## src/hw/rtl/tsm_pkg.sv

```systemverilog
// Shared constants and controller/datapath interface types for the timestamp smoother.
package tsm_pkg;

    localparam int RING_DEPTH  = 30;
    localparam int SLOT_W      = (RING_DEPTH > 1) ? $clog2(RING_DEPTH) : 1;
    localparam int FILL_W      = $clog2(RING_DEPTH + 1);
    localparam int TS_W        = 64;
    localparam int DELTA_W     = 63;
    localparam int STEP_W      = 32;
    localparam int HALF_W      = STEP_W - 1;
    localparam int SUM_W       = TS_W + FILL_W;
    localparam int DIV_CNT_W   = $clog2(SUM_W + 1);
    localparam int ERR_W       = 3;
    localparam int IN_TDATA_W  = 72;
    localparam int OUT_TDATA_W = 136;

    localparam logic [SLOT_W-1:0] RING_LAST      = SLOT_W'(RING_DEPTH - 1);
    localparam logic [FILL_W-1:0] RING_FULL      = FILL_W'(RING_DEPTH);
    localparam logic [ERR_W-1:0]  RUN_LIMIT      = ERR_W'(5);
    localparam logic [STEP_W-1:0] MIN_STEP_RESET = STEP_W'(40);

    typedef struct packed {
        logic load;
        logic eval;
        logic scan_start;
        logic scan_step;
        logic div_start;
        logic div_step;
        logic predict;
        logic commit;
    } t_dp_cmd;

    typedef struct packed {
        logic is_small;
        logic scan_done;
        logic cnt_zero;
        logic div_done;
    } t_dp_stat;

endpackage

```

## src/hw/rtl/tsm_datapath.sv

```systemverilog
// Datapath: timestamp state, increment ring, scan accumulator, divider and result register.
module tsm_datapath (
    input  logic                                i_clk,
    input  logic                                i_rst_n,
    input  logic                                i_cfg_we,
    input  logic [tsm_pkg::STEP_W-1:0]          i_cfg_wdata,
    input  logic                                i_ts_present,
    input  logic [tsm_pkg::TS_W-1:0]            i_ts_value,
    input  logic                                i_is_presentation,
    input  tsm_pkg::t_dp_cmd                    i_cmd,
    output tsm_pkg::t_dp_stat                   o_stat,
    output logic [tsm_pkg::OUT_TDATA_W-1:0]     o_tdata
);

    logic [tsm_pkg::STEP_W-1:0]    r_min_step;
    logic                          r_in_present;
    logic [tsm_pkg::TS_W-1:0]      r_in_value;
    logic                          r_in_pres;
    logic                          r_small;

    logic [tsm_pkg::DELTA_W-1:0]   r_ring [tsm_pkg::RING_DEPTH];
    logic [tsm_pkg::DELTA_W-1:0]   r_rd_data;
    logic                          r_rd_vld;
    logic [tsm_pkg::SLOT_W-1:0]    r_rd_addr;
    logic [tsm_pkg::FILL_W-1:0]    r_issued;

    logic [tsm_pkg::SLOT_W-1:0]    r_wr_slot;
    logic [tsm_pkg::FILL_W-1:0]    r_fill;
    logic [tsm_pkg::TS_W-1:0]      r_last_p;
    logic                          r_last_p_vld;
    logic [tsm_pkg::TS_W-1:0]      r_last_d;
    logic                          r_last_d_vld;
    logic [tsm_pkg::TS_W-1:0]      r_drift;
    logic [tsm_pkg::ERR_W-1:0]     r_err;

    logic [tsm_pkg::SUM_W-1:0]     r_sum;
    logic [tsm_pkg::FILL_W-1:0]    r_cnt;
    logic [tsm_pkg::SUM_W-1:0]     r_quo;
    logic [tsm_pkg::FILL_W-1:0]    r_rem;
    logic [tsm_pkg::DIV_CNT_W-1:0] r_div_cnt;
    logic [tsm_pkg::TS_W-1:0]      r_pred;

    logic                          r_out_present;
    logic [tsm_pkg::TS_W-1:0]      r_out_value;
    logic                          r_out_corrected;
    logic                          r_out_restarted;
    logic [tsm_pkg::TS_W-1:0]      r_out_drift;

    logic [tsm_pkg::TS_W-1:0]      w_last;
    logic                          w_vld;
    logic [tsm_pkg::HALF_W-1:0]    w_half;
    logic [tsm_pkg::DELTA_W-1:0]   w_half_ext;
    logic                          w_small;
    logic                          w_rd_en;
    logic [tsm_pkg::SLOT_W-1:0]    w_rd_prev;
    logic [tsm_pkg::FILL_W:0]      w_trial;
    logic                          w_qbit;
    logic [tsm_pkg::TS_W-1:0]      w_mean;
    logic [tsm_pkg::TS_W-1:0]      w_step_ext;
    logic [tsm_pkg::TS_W-1:0]      w_inc;
    logic [tsm_pkg::TS_W-1:0]      w_delta;
    logic [tsm_pkg::DELTA_W-1:0]   w_ring_data;
    logic                          w_ring_we;
    logic [tsm_pkg::TS_W-1:0]      w_out_ts;
    logic [tsm_pkg::ERR_W-1:0]     n_err;
    logic [tsm_pkg::TS_W-1:0]      n_drift;
    logic                          w_restart;

    assign w_last     = r_in_pres ? r_last_p : r_last_d;
    assign w_vld      = r_in_pres ? r_last_p_vld : r_last_d_vld;
    assign w_half     = r_min_step[tsm_pkg::STEP_W-1:1];
    assign w_half_ext = {{(tsm_pkg::DELTA_W - tsm_pkg::HALF_W){1'b0}}, w_half};

    // Exact test: no wrap on last plus half step
    assign w_small = r_in_present && w_vld &&
        ($signed({{2{r_in_value[tsm_pkg::TS_W-1]}}, r_in_value}) <
         ($signed({{2{w_last[tsm_pkg::TS_W-1]}}, w_last}) +
          $signed({{(tsm_pkg::TS_W + 2 - tsm_pkg::HALF_W){1'b0}}, w_half})));

    assign w_rd_en   = i_cmd.scan_step && (r_issued != r_fill);
    assign w_rd_prev = (r_rd_addr == '0) ? tsm_pkg::RING_LAST : r_rd_addr - 1'b1;

    assign w_trial = {r_rem, r_quo[tsm_pkg::SUM_W-1]};
    assign w_qbit  = (w_trial >= {1'b0, r_cnt});

    assign w_mean     = r_quo[tsm_pkg::TS_W-1:0];
    assign w_step_ext = {{(tsm_pkg::TS_W - tsm_pkg::STEP_W){1'b0}}, r_min_step};
    assign w_inc      = (w_mean > w_step_ext) ? w_mean : w_step_ext;

    assign w_delta     = r_in_value - w_last;
    assign w_ring_data = w_delta[tsm_pkg::TS_W-1] ? '1 : w_delta[tsm_pkg::DELTA_W-1:0];
    assign w_ring_we   = i_cmd.commit && r_in_present && !r_small && w_vld && (w_delta != '0);

    assign w_out_ts  = r_small ? r_pred : r_in_value;
    assign n_err     = r_small ? r_err + 1'b1 : '0;
    assign w_restart = r_small && (n_err > tsm_pkg::RUN_LIMIT);
    assign n_drift   = r_small ? r_drift + r_pred - r_in_value : r_drift;

    assign o_stat.is_small  = w_small;
    assign o_stat.scan_done = (r_issued == r_fill) && !r_rd_vld;
    assign o_stat.cnt_zero  = (r_cnt == '0);
    assign o_stat.div_done  = (r_div_cnt == '0);

    assign o_tdata = {5'd0, r_out_drift, r_out_restarted, r_out_corrected,
                      r_out_value, r_out_present};

    // Increment ring
    always_ff @(posedge i_clk) begin
        if (w_ring_we) begin
            r_ring[r_wr_slot] <= w_ring_data;
        end
        if (w_rd_en) begin
            r_rd_data <= r_ring[r_rd_addr];
        end
    end

    // Captured word, scan, divider and prediction
    always_ff @(posedge i_clk) begin
        if (i_cmd.load) begin
            r_in_present <= i_ts_present;
            r_in_value   <= i_ts_value;
            r_in_pres    <= i_is_presentation;
        end
        if (i_cmd.eval) begin
            r_small <= w_small;
        end
        if (i_cmd.scan_start) begin
            r_rd_addr <= (r_wr_slot == '0) ? tsm_pkg::RING_LAST : r_wr_slot - 1'b1;
            r_issued  <= '0;
            r_sum     <= '0;
            r_cnt     <= '0;
            r_quo     <= '0;
        end
        if (i_cmd.scan_step) begin
            if (w_rd_en) begin
                r_rd_addr <= w_rd_prev;
                r_issued  <= r_issued + 1'b1;
            end
            if (r_rd_vld && (r_rd_data > w_half_ext)) begin
                r_sum <= r_sum + {{(tsm_pkg::SUM_W - tsm_pkg::DELTA_W){1'b0}}, r_rd_data};
                r_cnt <= r_cnt + 1'b1;
            end
        end
        if (i_cmd.div_start) begin
            r_quo     <= r_sum;
            r_rem     <= '0;
            r_div_cnt <= tsm_pkg::DIV_CNT_W'(tsm_pkg::SUM_W);
        end
        if (i_cmd.div_step) begin
            r_rem     <= w_qbit ? w_trial[tsm_pkg::FILL_W-1:0] - r_cnt
                                : w_trial[tsm_pkg::FILL_W-1:0];
            r_quo     <= {r_quo[tsm_pkg::SUM_W-2:0], w_qbit};
            r_div_cnt <= r_div_cnt - 1'b1;
        end
        if (i_cmd.predict) begin
            r_pred <= w_last + w_inc;
        end
        if (i_cmd.commit) begin
            r_out_present   <= r_in_present;
            r_out_value     <= w_out_ts;
            r_out_corrected <= r_small;
            r_out_restarted <= w_restart;
            r_out_drift     <= w_restart ? '0 : n_drift;
        end
    end

    always_ff @(posedge i_clk) begin
        if (!i_rst_n) begin
            r_rd_vld <= 1'b0;
        end else if (i_cmd.scan_start) begin
            r_rd_vld <= 1'b0;
        end else if (i_cmd.scan_step) begin
            r_rd_vld <= w_rd_en;
        end
    end

    // Smoother state and configuration
    always_ff @(posedge i_clk) begin
        if (!i_rst_n) begin
            r_min_step   <= tsm_pkg::MIN_STEP_RESET;
            r_wr_slot    <= '0;
            r_fill       <= '0;
            r_last_p     <= '0;
            r_last_p_vld <= 1'b0;
            r_last_d     <= '0;
            r_last_d_vld <= 1'b0;
            r_drift      <= '0;
            r_err        <= '0;
        end else begin
            if (i_cfg_we) begin
                r_min_step <= i_cfg_wdata;
            end
            if (i_cmd.commit && r_in_present) begin
                if (w_restart) begin
                    r_wr_slot    <= '0;
                    r_fill       <= '0;
                    r_drift      <= '0;
                    r_err        <= '0;
                    r_last_p     <= r_in_pres ? w_out_ts : '0;
                    r_last_p_vld <= r_in_pres;
                    r_last_d     <= r_in_pres ? '0 : w_out_ts;
                    r_last_d_vld <= !r_in_pres;
                end else begin
                    r_err   <= n_err;
                    r_drift <= n_drift;
                    if (w_ring_we) begin
                        r_wr_slot <= (r_wr_slot == tsm_pkg::RING_LAST) ? '0
                                                                     : r_wr_slot + 1'b1;
                        if (r_fill != tsm_pkg::RING_FULL) begin
                            r_fill <= r_fill + 1'b1;
                        end
                    end
                    if (r_in_pres) begin
                        r_last_p     <= w_out_ts;
                        r_last_p_vld <= 1'b1;
                    end else begin
                        r_last_d     <= w_out_ts;
                        r_last_d_vld <= 1'b1;
                    end
                end
            end
        end
    end

endmodule

```

## src/hw/rtl/tsm_ctrl.sv

```systemverilog
// Controller: sequences accept, test, ring scan, division, prediction and result hand-off.
module tsm_ctrl (
    input  logic               i_clk,
    input  logic               i_rst_n,
    input  logic               i_s_valid,
    output logic               o_s_ready,
    output logic               o_m_valid,
    input  logic               i_m_ready,
    input  tsm_pkg::t_dp_stat  i_stat,
    output tsm_pkg::t_dp_cmd   o_cmd
);

    localparam logic [2:0] ST_IDLE = 3'd0;
    localparam logic [2:0] ST_EVAL = 3'd1;
    localparam logic [2:0] ST_SCAN = 3'd2;
    localparam logic [2:0] ST_DIV  = 3'd3;
    localparam logic [2:0] ST_PRED = 3'd4;
    localparam logic [2:0] ST_DONE = 3'd5;

    logic [2:0] r_state;
    logic [2:0] n_state;
    logic       r_m_valid;
    logic       w_out_free;

    assign w_out_free = !r_m_valid || i_m_ready;
    assign o_s_ready  = (r_state == ST_IDLE);
    assign o_m_valid  = r_m_valid;

    always_comb begin
        n_state = r_state;
        o_cmd   = '0;
        unique case (r_state)
            ST_IDLE: begin
                if (i_s_valid) begin
                    o_cmd.load = 1'b1;
                    n_state    = ST_EVAL;
                end
            end
            ST_EVAL: begin
                o_cmd.eval = 1'b1;
                if (i_stat.is_small) begin
                    o_cmd.scan_start = 1'b1;
                    n_state          = ST_SCAN;
                end else begin
                    n_state = ST_DONE;
                end
            end
            ST_SCAN: begin
                if (i_stat.scan_done) begin
                    if (i_stat.cnt_zero) begin
                        n_state = ST_PRED;
                    end else begin
                        o_cmd.div_start = 1'b1;
                        n_state         = ST_DIV;
                    end
                end else begin
                    o_cmd.scan_step = 1'b1;
                end
            end
            ST_DIV: begin
                if (i_stat.div_done) begin
                    n_state = ST_PRED;
                end else begin
                    o_cmd.div_step = 1'b1;
                end
            end
            ST_PRED: begin
                o_cmd.predict = 1'b1;
                n_state       = ST_DONE;
            end
            ST_DONE: begin
                if (w_out_free) begin
                    o_cmd.commit = 1'b1;
                    n_state      = ST_IDLE;
                end
            end
            default: begin
                n_state = ST_IDLE;
            end
        endcase
    end

    always_ff @(posedge i_clk) begin
        if (!i_rst_n) begin
            r_state   <= ST_IDLE;
            r_m_valid <= 1'b0;
        end else begin
            r_state <= n_state;
            if (o_cmd.commit) begin
                r_m_valid <= 1'b1;
            end else if (i_m_ready) begin
                r_m_valid <= 1'b0;
            end
        end
    end

endmodule

```

## src/hw/rtl/media_timestamp_smoother_unit.sv

```systemverilog
// Each accepted word yields exactly one result word. An absent timestamp, a first timestamp of
// its kind or a plausible one passes through accept, test and commit before its result is registered.
// A timestamp whose increment falls below half of min_step is predicted: the increment ring is
// read newest first, one entry a cycle through its single read port; then, if any stored
// increment exceeds half of min_step, a bit-serial divider forms the mean, followed by the
// prediction and commit steps. Commit waits while downstream holds an earlier result. One word is
// worked on at a time; the next is accepted as soon as the previous result sits in the output
// register, even while downstream holds it. min_step must be written only while the block is
// idle; the block itself does not enforce this.
module media_timestamp_smoother_unit (
    input  logic                                i_clk,
    input  logic                                i_rst_n,
    input  logic                                i_cfg_we,
    input  logic [tsm_pkg::STEP_W-1:0]          i_cfg_wdata,
    input  logic                                i_s_axis_tvalid,
    output logic                                o_s_axis_tready,
    // [0] ts_present, [64:1] ts_value, [71:65] zero
    input  logic [tsm_pkg::IN_TDATA_W-1:0]      i_s_axis_tdata,
    // [0] is_presentation
    input  logic [0:0]                          i_s_axis_tuser,
    output logic                                o_m_axis_tvalid,
    input  logic                                i_m_axis_tready,
    // [0] out_present, [64:1] out_value, [65] was_corrected, [66] restarted,
    // [130:67] drift_total, [135:131] zero
    output logic [tsm_pkg::OUT_TDATA_W-1:0]     o_m_axis_tdata
);

    tsm_pkg::t_dp_cmd  w_cmd;
    tsm_pkg::t_dp_stat w_stat;

    tsm_ctrl u_ctrl (
        .i_clk     (i_clk),
        .i_rst_n   (i_rst_n),
        .i_s_valid (i_s_axis_tvalid),
        .o_s_ready (o_s_axis_tready),
        .o_m_valid (o_m_axis_tvalid),
        .i_m_ready (i_m_axis_tready),
        .i_stat    (w_stat),
        .o_cmd     (w_cmd)
    );

    tsm_datapath u_datapath (
        .i_clk             (i_clk),
        .i_rst_n           (i_rst_n),
        .i_cfg_we          (i_cfg_we),
        .i_cfg_wdata       (i_cfg_wdata),
        .i_ts_present      (i_s_axis_tdata[0]),
        .i_ts_value        (i_s_axis_tdata[tsm_pkg::TS_W:1]),
        .i_is_presentation (i_s_axis_tuser[0]),
        .i_cmd             (w_cmd),
        .o_stat            (w_stat),
        .o_tdata           (o_m_axis_tdata)
    );

endmodule

```

## config.mk

```make
export PLATFORM = sky130hd
export DESIGN_NAME = media_timestamp_smoother_unit
export DESIGN_NICKNAME = d
export VERILOG_FILES = /design/src/hw/rtl/tsm_pkg.sv /design/src/hw/rtl/tsm_datapath.sv /design/src/hw/rtl/tsm_ctrl.sv /design/src/hw/rtl/media_timestamp_smoother_unit.sv
export SDC_FILE = /design/constraint.sdc
export NUM_CORES = 2
export LEC_CHECK = 0
export BUFFER_PORTS_ARGS = -buffer_cell sky130_fd_sc_hd__buf_2
export CAP_MARGIN = 10
export CORE_MARGIN = 2
export CORE_UTILIZATION = 48
export DETAILED_ROUTE_END_ITERATION = 8
export HOLD_SLACK_MARGIN = 0.06
export PLACE_DENSITY = 0.67
export SYNTH_ARGS = -nofsm -noshare
export SYNTH_HDL_FRONTEND = slang
export SYNTH_SLANG_ARGS = --single-unit
```

## constraint.sdc

```tcl
create_clock -name i_clk -period 27.2 [get_ports i_clk]
set_input_delay 5.44 -clock i_clk [delete_from_list [all_inputs] [get_ports i_clk]]
set_output_delay 5.44 -clock i_clk [all_outputs]
set_load 0.1 [all_outputs]
```

; ---- Yosys cells after proc, flatten, opt, wreduce, memory -nomap -nowiden
; Memory sizes are Yosys's and may differ from the RTL's. A register that Yosys moved wholly into a read port is not among the register bits.
; Index checks and enable logic that the tools add are counted.
[word_totals]
reg_bits = 671
ram_bits = 1890
input_bits = 110
output_inout_bits = 138
elab_cells = 169
n_memories = 1
[memory_table]
columns = name, words, word_bits, rd, rd_ports_with_merged_regs, write_ports, line_no
row1 = u_datapath.r_ring, 30, 63, 1, 1, 1, tsm_datapath.sv:21  ; logic [tsm_pkg::DELTA_W-1:0] r_ring [tsm_pkg::RING_DEPTH];
[classes]
n_addsub = 15
order_cmp = 5
n_eq_ne = 14
muxes = 71
bitwise = 1
reduce_logical = 33
[ops]
columns = cell, count
row1 = $mux W64, 11
row2 = $mux W69, 6
row3 = $add A64 B64 Y64, 2
row4 = $sub A64 B64 Y64, 2
row5 = $mux W5, 20
row6 = $add A69 B63 Y69, 1
row7 = $add A64 B32 Y65, 1
row8 = $lt A64 B65 Y1, 1
row9 = $gt A64 B32 Y1, 1
row10 = $reduce_bool A64 Y1, 1
row11 = $gt A63 B31 Y1, 1
row12 = $mux W63, 1
row13 = $mux W3, 8
row14 = $add A5 B1 Y5 const B, 4
row15 = $mux W1, 20
row16 = $pmux W3 S6, 1
row17 = $logic_not A5 Y1, 3
row18 = $mux W7, 2
row19 = $logic_and A1 B1 Y1, 10
row20 = $reduce_bool A2 Y1, 5
row21 = $sub A5 B1 Y5 const B, 2
row22 = $logic_not A7 Y1, 1
row23 = $sub A7 B1 Y7 const B, 1
row24 = $eq A3 B2 Y1 const B, 2
row25 = 22 further kinds, 32

; ---- Longest topological paths before layout
[depth]
ltp_word = 10
ltp_mapped = 39
mapped_depth_nobuf = 31

; ---- By module
; From an unflattened synthesis, not the netlist that was laid out.
[hier_totals]
hier_cells = 8559
hier_area_um2 = 123409.6
[modules_own_cells]
columns = mod, n_inst, cells_per_inst, area_per_inst_um2, seq_area_each_um2
row1 = tsm_datapath, 1, 8517, 123076.8, 75432.3
row2 = tsm_ctrl, 1, 42, 332.8, 80.1

; ---- Least setup slack after synthesis
; OpenSTA, ideal clock, no wires.
[synth_path]
kind = input -> register
startpoint = in i_m_axis_tready
endpoint = mem u_datapath.r_ring[0][0] in the netlist's numbering, enable pin
setup_time_ns = 0.491
t_arrival_ns = 16.336
required_ns = 26.709
path_slack_ns = 10.373
cell_stages = 7
path_buffers = 1
path_cell_list = nor2b_1 -> nor2_1 -> nand2_1 -> nor3b_1 -> and2_4 -> clkbuf_1 -> nor2b_1
[synth_rtl]
columns = element, line_no
row1 = "start, declared", media_timestamp_smoother_unit.sv:22  ; input logic i_m_axis_tready,
row2 = "end, declared", tsm_datapath.sv:21

; ---- Final worst setup path
[layout_path]
startpoint = reg u_datapath.r_in_pres
endpoint = reg u_datapath.r_quo[55] in the netlist's numbering, enable pin
[layout_via]
elab_chain_len = 7
word_cells_on_any_way = 9
cone_classes = add/sub: 1 / order compare: 1 / mux: 4 / reduce/logical: 3
[layout_rtl]
columns = element, line_no
row1 = "start, declared", tsm_datapath.sv:18  ; logic r_in_pres;
row2 = "start signal, assigned", tsm_datapath.sv:122  ; r_in_pres <= i_is_presentation;
row3 = $mux W64, tsm_datapath.sv:69  ; assign w_last = r_in_pres ? r_last_p : r_last_d;
row4 = $add A64 B32 Y65, tsm_datapath.sv:77  ; ($signed({{2{w_last[tsm_pkg::TS_W-1]}}, w_last}) +
row5 = $lt A64 B65 Y1, tsm_datapath.sv:76  ; ($signed({{2{r_in_value[tsm_pkg::TS_W-1]}}, r_in_value}) <
row6 = $logic_and A1 B1 Y1 *, tsm_datapath.sv:75  ; assign w_small = r_in_present && w_vld &&
row7 = $mux W1 *, tsm_ctrl.sv:41  ; if (i_stat.is_small) begin
row8 = $mux W2 *, tsm_ctrl.sv:32  ; unique case (r_state)
row9 = $reduce_bool A3 Y1 (no source line) *, n/a
row10 = "end signal, assigned", tsm_datapath.sv:145  ; r_quo <= r_sum;
row11 = "end signal, assigned", tsm_datapath.sv:152  ; r_quo <= {r_quo[tsm_pkg::SUM_W-2:0], w_qbit};
row12 = "end, declared", tsm_datapath.sv:38  ; logic [tsm_pkg::SUM_W-1:0] r_quo;
; Every way passes the cells marked *; elsewhere a longest branch is shown, timed or not.
; A chain may end at the register's enable or synchronous reset.

==> results by group <==
Power and ir drop
  – Switching pwr: 2.23 mW
  – Leakage power: 47.5 nW
  – PD cells: roughly 68 nW/um^2
  – Pint: just over 7 mW
  – Gate power share: 9.5%
  – PnR Total Power: roughly 9.3 mW
  – Clock share of power: between 40% and 50%
  – Maximum vdd drop: approximately 0.048 mV
  – Switching share of power: 24.0%
  – Reg power frac: about 50%

Floorplanning
  – Initial Util: between 40% and 50%
  – Die area: between 200000 and 300000 sq um
  – IO Pins: around 250
  – Die Wd: between 500 and 600 um
  – FP Rows: about 190
  – Core area: between 200000 and 300000 sq um
  – Die Y: about 510 um

Clock network
  – Total CTS buffers: a little under 300
  – Clk pin slew, worst setup/hold paths: 0.06 ns
  – Root Driver: clkbuf_16
  – H-tree depth: 5
  – CTS tree: done
  – Clock Sinks: 2624
  – Post-CTS setup buffers: 0
  – PostCTS Resize Cnt: 0
  – Longest Clk Path Bufs: 4
  – Hold Buf Count CTS: 0
  – Clock latency at the later pin of the worst-skew pair: approximately 0.95 ns

Worst hold path
  – Worst hold stages: 2
  – Hold Crit Class: reg -> reg
  – Hold Crit Start: u_datapath.r_drift[36]
  – Sink of the worst hold path: u_datapath.r_drift[36]

STA
  – Maximum clock frequency: 0.103 GHz
  – Final period util: between 30% and 40%
  – Endpoints failing setup: 0
  – Slew headroom: around 17%
  – Endpoints failing hold: 0
  – Hold_ws: about 0.46 ns
  – Setup TNS Final: 0 ns
  – Final count of pins violating max slew: 0
  – Worst-margin pin slew: around 1.2 ns
  – RSZ-0062 raised after global routing: false
  – Min cycle time layout: 9.71 ns
  – Fin Clk Skew: 0.0638 ns
  – Final worst slack: ~17 ns

Cells and area
  – Finished Core Util: a little over half
  – Fillers: roughly 20000
  – Design Area, Final: approximately 140000 sq um
  – Post-layout nets: 9515
  – Layout cells sized above 1: between 10% and 20%
  – Layout Area Growth over Synthesis: 11.3%
  – Fin cells: roughly 12000

Drt
  – Iteration-0 DRC Markers: about 8400
  – Initial DRT Pass Iterations: 8
  – Drt total wl: around 330 mm
  – Vias per cell: between 6 and 7
  – Wirelength per Cell: 26.8 um
  – Vias: roughly 76000
  – DRC: 0
  – ANT nets after route: 0

Synthesis
  – Yosys warns: 0
  – Synth cell types: 90
  – Top_reg_cell synth: edfxtp_1
  – Synth Register Bits: roughly 2600
  – Leading post-synthesis cells by cell area: edfxtp_1 (56%), mux4_2 (9.1%), dfxtp_1 (5.3%)
  – Asr flop ratio synth: 0%
  – Yosys top cell area share: a little under three fifths
  – Mean Syn Cell Area: 14.1 sq um
  – EDFF count, synth: between 2000 and 2500
  – Sequential area share after synthesis: about 62%
  – Count leader, synth: edfxtp_1
  – Mapped Cells: slightly below 9000
  – Post-Syn Area: approximately 120000 sq um
  – Synth top cells by count: edfxtp_1 (2296), nor2_1 (606), inv_1 (515), nand2_1 (512), mux4_2 (497)
  – Largest area contributor in the netlist: edfxtp_1

Critical path
  – Worst Path Buf+Inv: 4
  – CP startpoint: u_datapath.r_in_pres
  – Startpoint types: flop
  – R2r endpoint: u_datapath.r_quo[55]
  – Worst path required time: around 28 ns
  – Crit Path Category: reg -> reg
  – CP peak stage delay: around 0.65 ns
  – Worst Reg-to-Reg Cells: 32
  – Cell mode on critical path: o21ai_0
  – Kind of end point of the critical path: flop
  – R2r startpoint: u_datapath.r_in_pres
  – Worst R2R Setup Slack: 17.49 ns
  – Crit-path slowest cell: buf_4
  – Critical path arrival: 10.23 ns
  – Delay-heaviest family, CP: compound AO/OA/AOI/OAI gates
  – Critical-path maximum fanout: 69

Placed design
  – Area post-placement: 128000 sq um
  – Hpwl dp: 213 mm
  – Setup WS pre-CTS: about 18 ns
  – Placed cells: between 10000 and 15000
  – Placer Congestion: ~0.94
  – Buffers on Ports: 235

Job
  – Max Cap Viol: 0

GRT
  – GR Layer Usage met2: 40.5%
  – Global-route wire length before repair: approximately 490 mm
  – GR Util met3: between 3 and 4%
  – Busiest layer in global routing: met2
  – Total track usage: 25.3%
  – Met1 Resource Use GR: about 36%
  – Total grt overflow: 0
  – Vias in the first global route: around 74000
  – Initial antenna violation count: 19
  – Largest net degree at the start of global routing: 129

Status
  – Run status: complete, no violations
-- tightest hold or removal path, stage by stage, from the launching register on --
cell and delay, ns:
dfxtp_1 0.31, nand2_1 0.05, a21oi_1 0.05
-- worst max-delay path by stage --
stage / to / slack (ns) / cells after the start
5_1_grt: u_datapath.r_quo[64] / 17.02 / 32
2_1_floorplan: u_datapath.r_ring[0][0] / 10.37 / 7
4_1_cts: u_datapath.r_quo[64] / 17.59 / 32
6_report: u_datapath.r_quo[55] / 17.49 / 32
3_3_place_gp: u_datapath.r_quo[55] / 17.67 / 32
3_5_place_dp: u_datapath.r_quo[55] / 17.66 / 32
-- routing by layer --
metal,wire (um),part of all wire [%],vias to the layer above
li1,-,-,33700
met1,141000,42,38300
met2,157000,47,3213
met3,25700,7.7,546
met4,11100,3.3,4
met5,27,0.0081,-
-- layout make-up --
class                           count  area (sq um)  area share (%)
Clock inverter                    140          1310           0.961
Tap cell                         3366          4210            3.08
Sequential cell                  2624         75500            55.3
Inverter                          515          1940            1.42
Multi-Input combinational cell   5131         43800            32.1
Timing Repair Buffer              344          2080            1.53
Antenna cell                        4          10.0         0.00733
Clock buffer                      361          7720            5.65
-- state kept, by name (all words and copies together), names as in the netlist, 7 cells and up --
name and flops:
u_datapath.r_div_cnt 7, u_datapath.r_drift 64, u_datapath.r_quo 69, u_datapath.r_pred 64
u_datapath.r_last_p 64, u_datapath.r_ring 1890, u_datapath.r_min_step 32, u_datapath.r_out_value 64
u_datapath.r_out_drift 64, u_datapath.r_sum 69, u_datapath.r_in_value 64, u_datapath.r_last_d 64
u_datapath.r_rd_data 63
-- power groups by stage --
stage	combinational [mW]	sequential, mW	clock, mW
5_1_grt	0.961	4.64	3.98
4_1_cts	0.867	4.64	3.83
2_1_floorplan	0.551	4.72	0
3_3_place_gp	0.838	4.72	0
3_5_place_dp	0.863	4.72	0
6_report	0.880	4.64	3.78
-- layout by cell type (no fill, tap or decap), drive strengths merged, types with 188 or more instances in the layout --
| cell | instances |
|---|---|
| nor2 | 606 |
| a21oi | 442 |
| mux2i | 273 |
| xnor2 | 188 |
| buf | 344 |
| nand2 | 513 |
| edfxtp | 2296 |
| clkbuf | 361 |
| ha | 430 |
| a21o | 190 |
| o21ai | 338 |
| inv | 522 |
| dfxtp | 328 |
| mux4 | 497 |
-- logic make-up (layout without fill, tap and decap cells) --
group                    after synthesis  after routing  synth area share [%]
flip-flops                          2624           2624                  61.5
AND/OR/NAND/NOR                     1792           1792                  6.76
AO/OA/AOI/OAI                       1644           1644                  8.60
buffers and inverters                974           1360                  3.02
multiplexers                         900            900                  12.5
adder cells (fa/ha/maj)              498            498                  5.49
XOR/XNOR                             292            292                  2.08
other                                  1              9               0.00305
No activity file was read; power rests on OpenSTA's default activity.
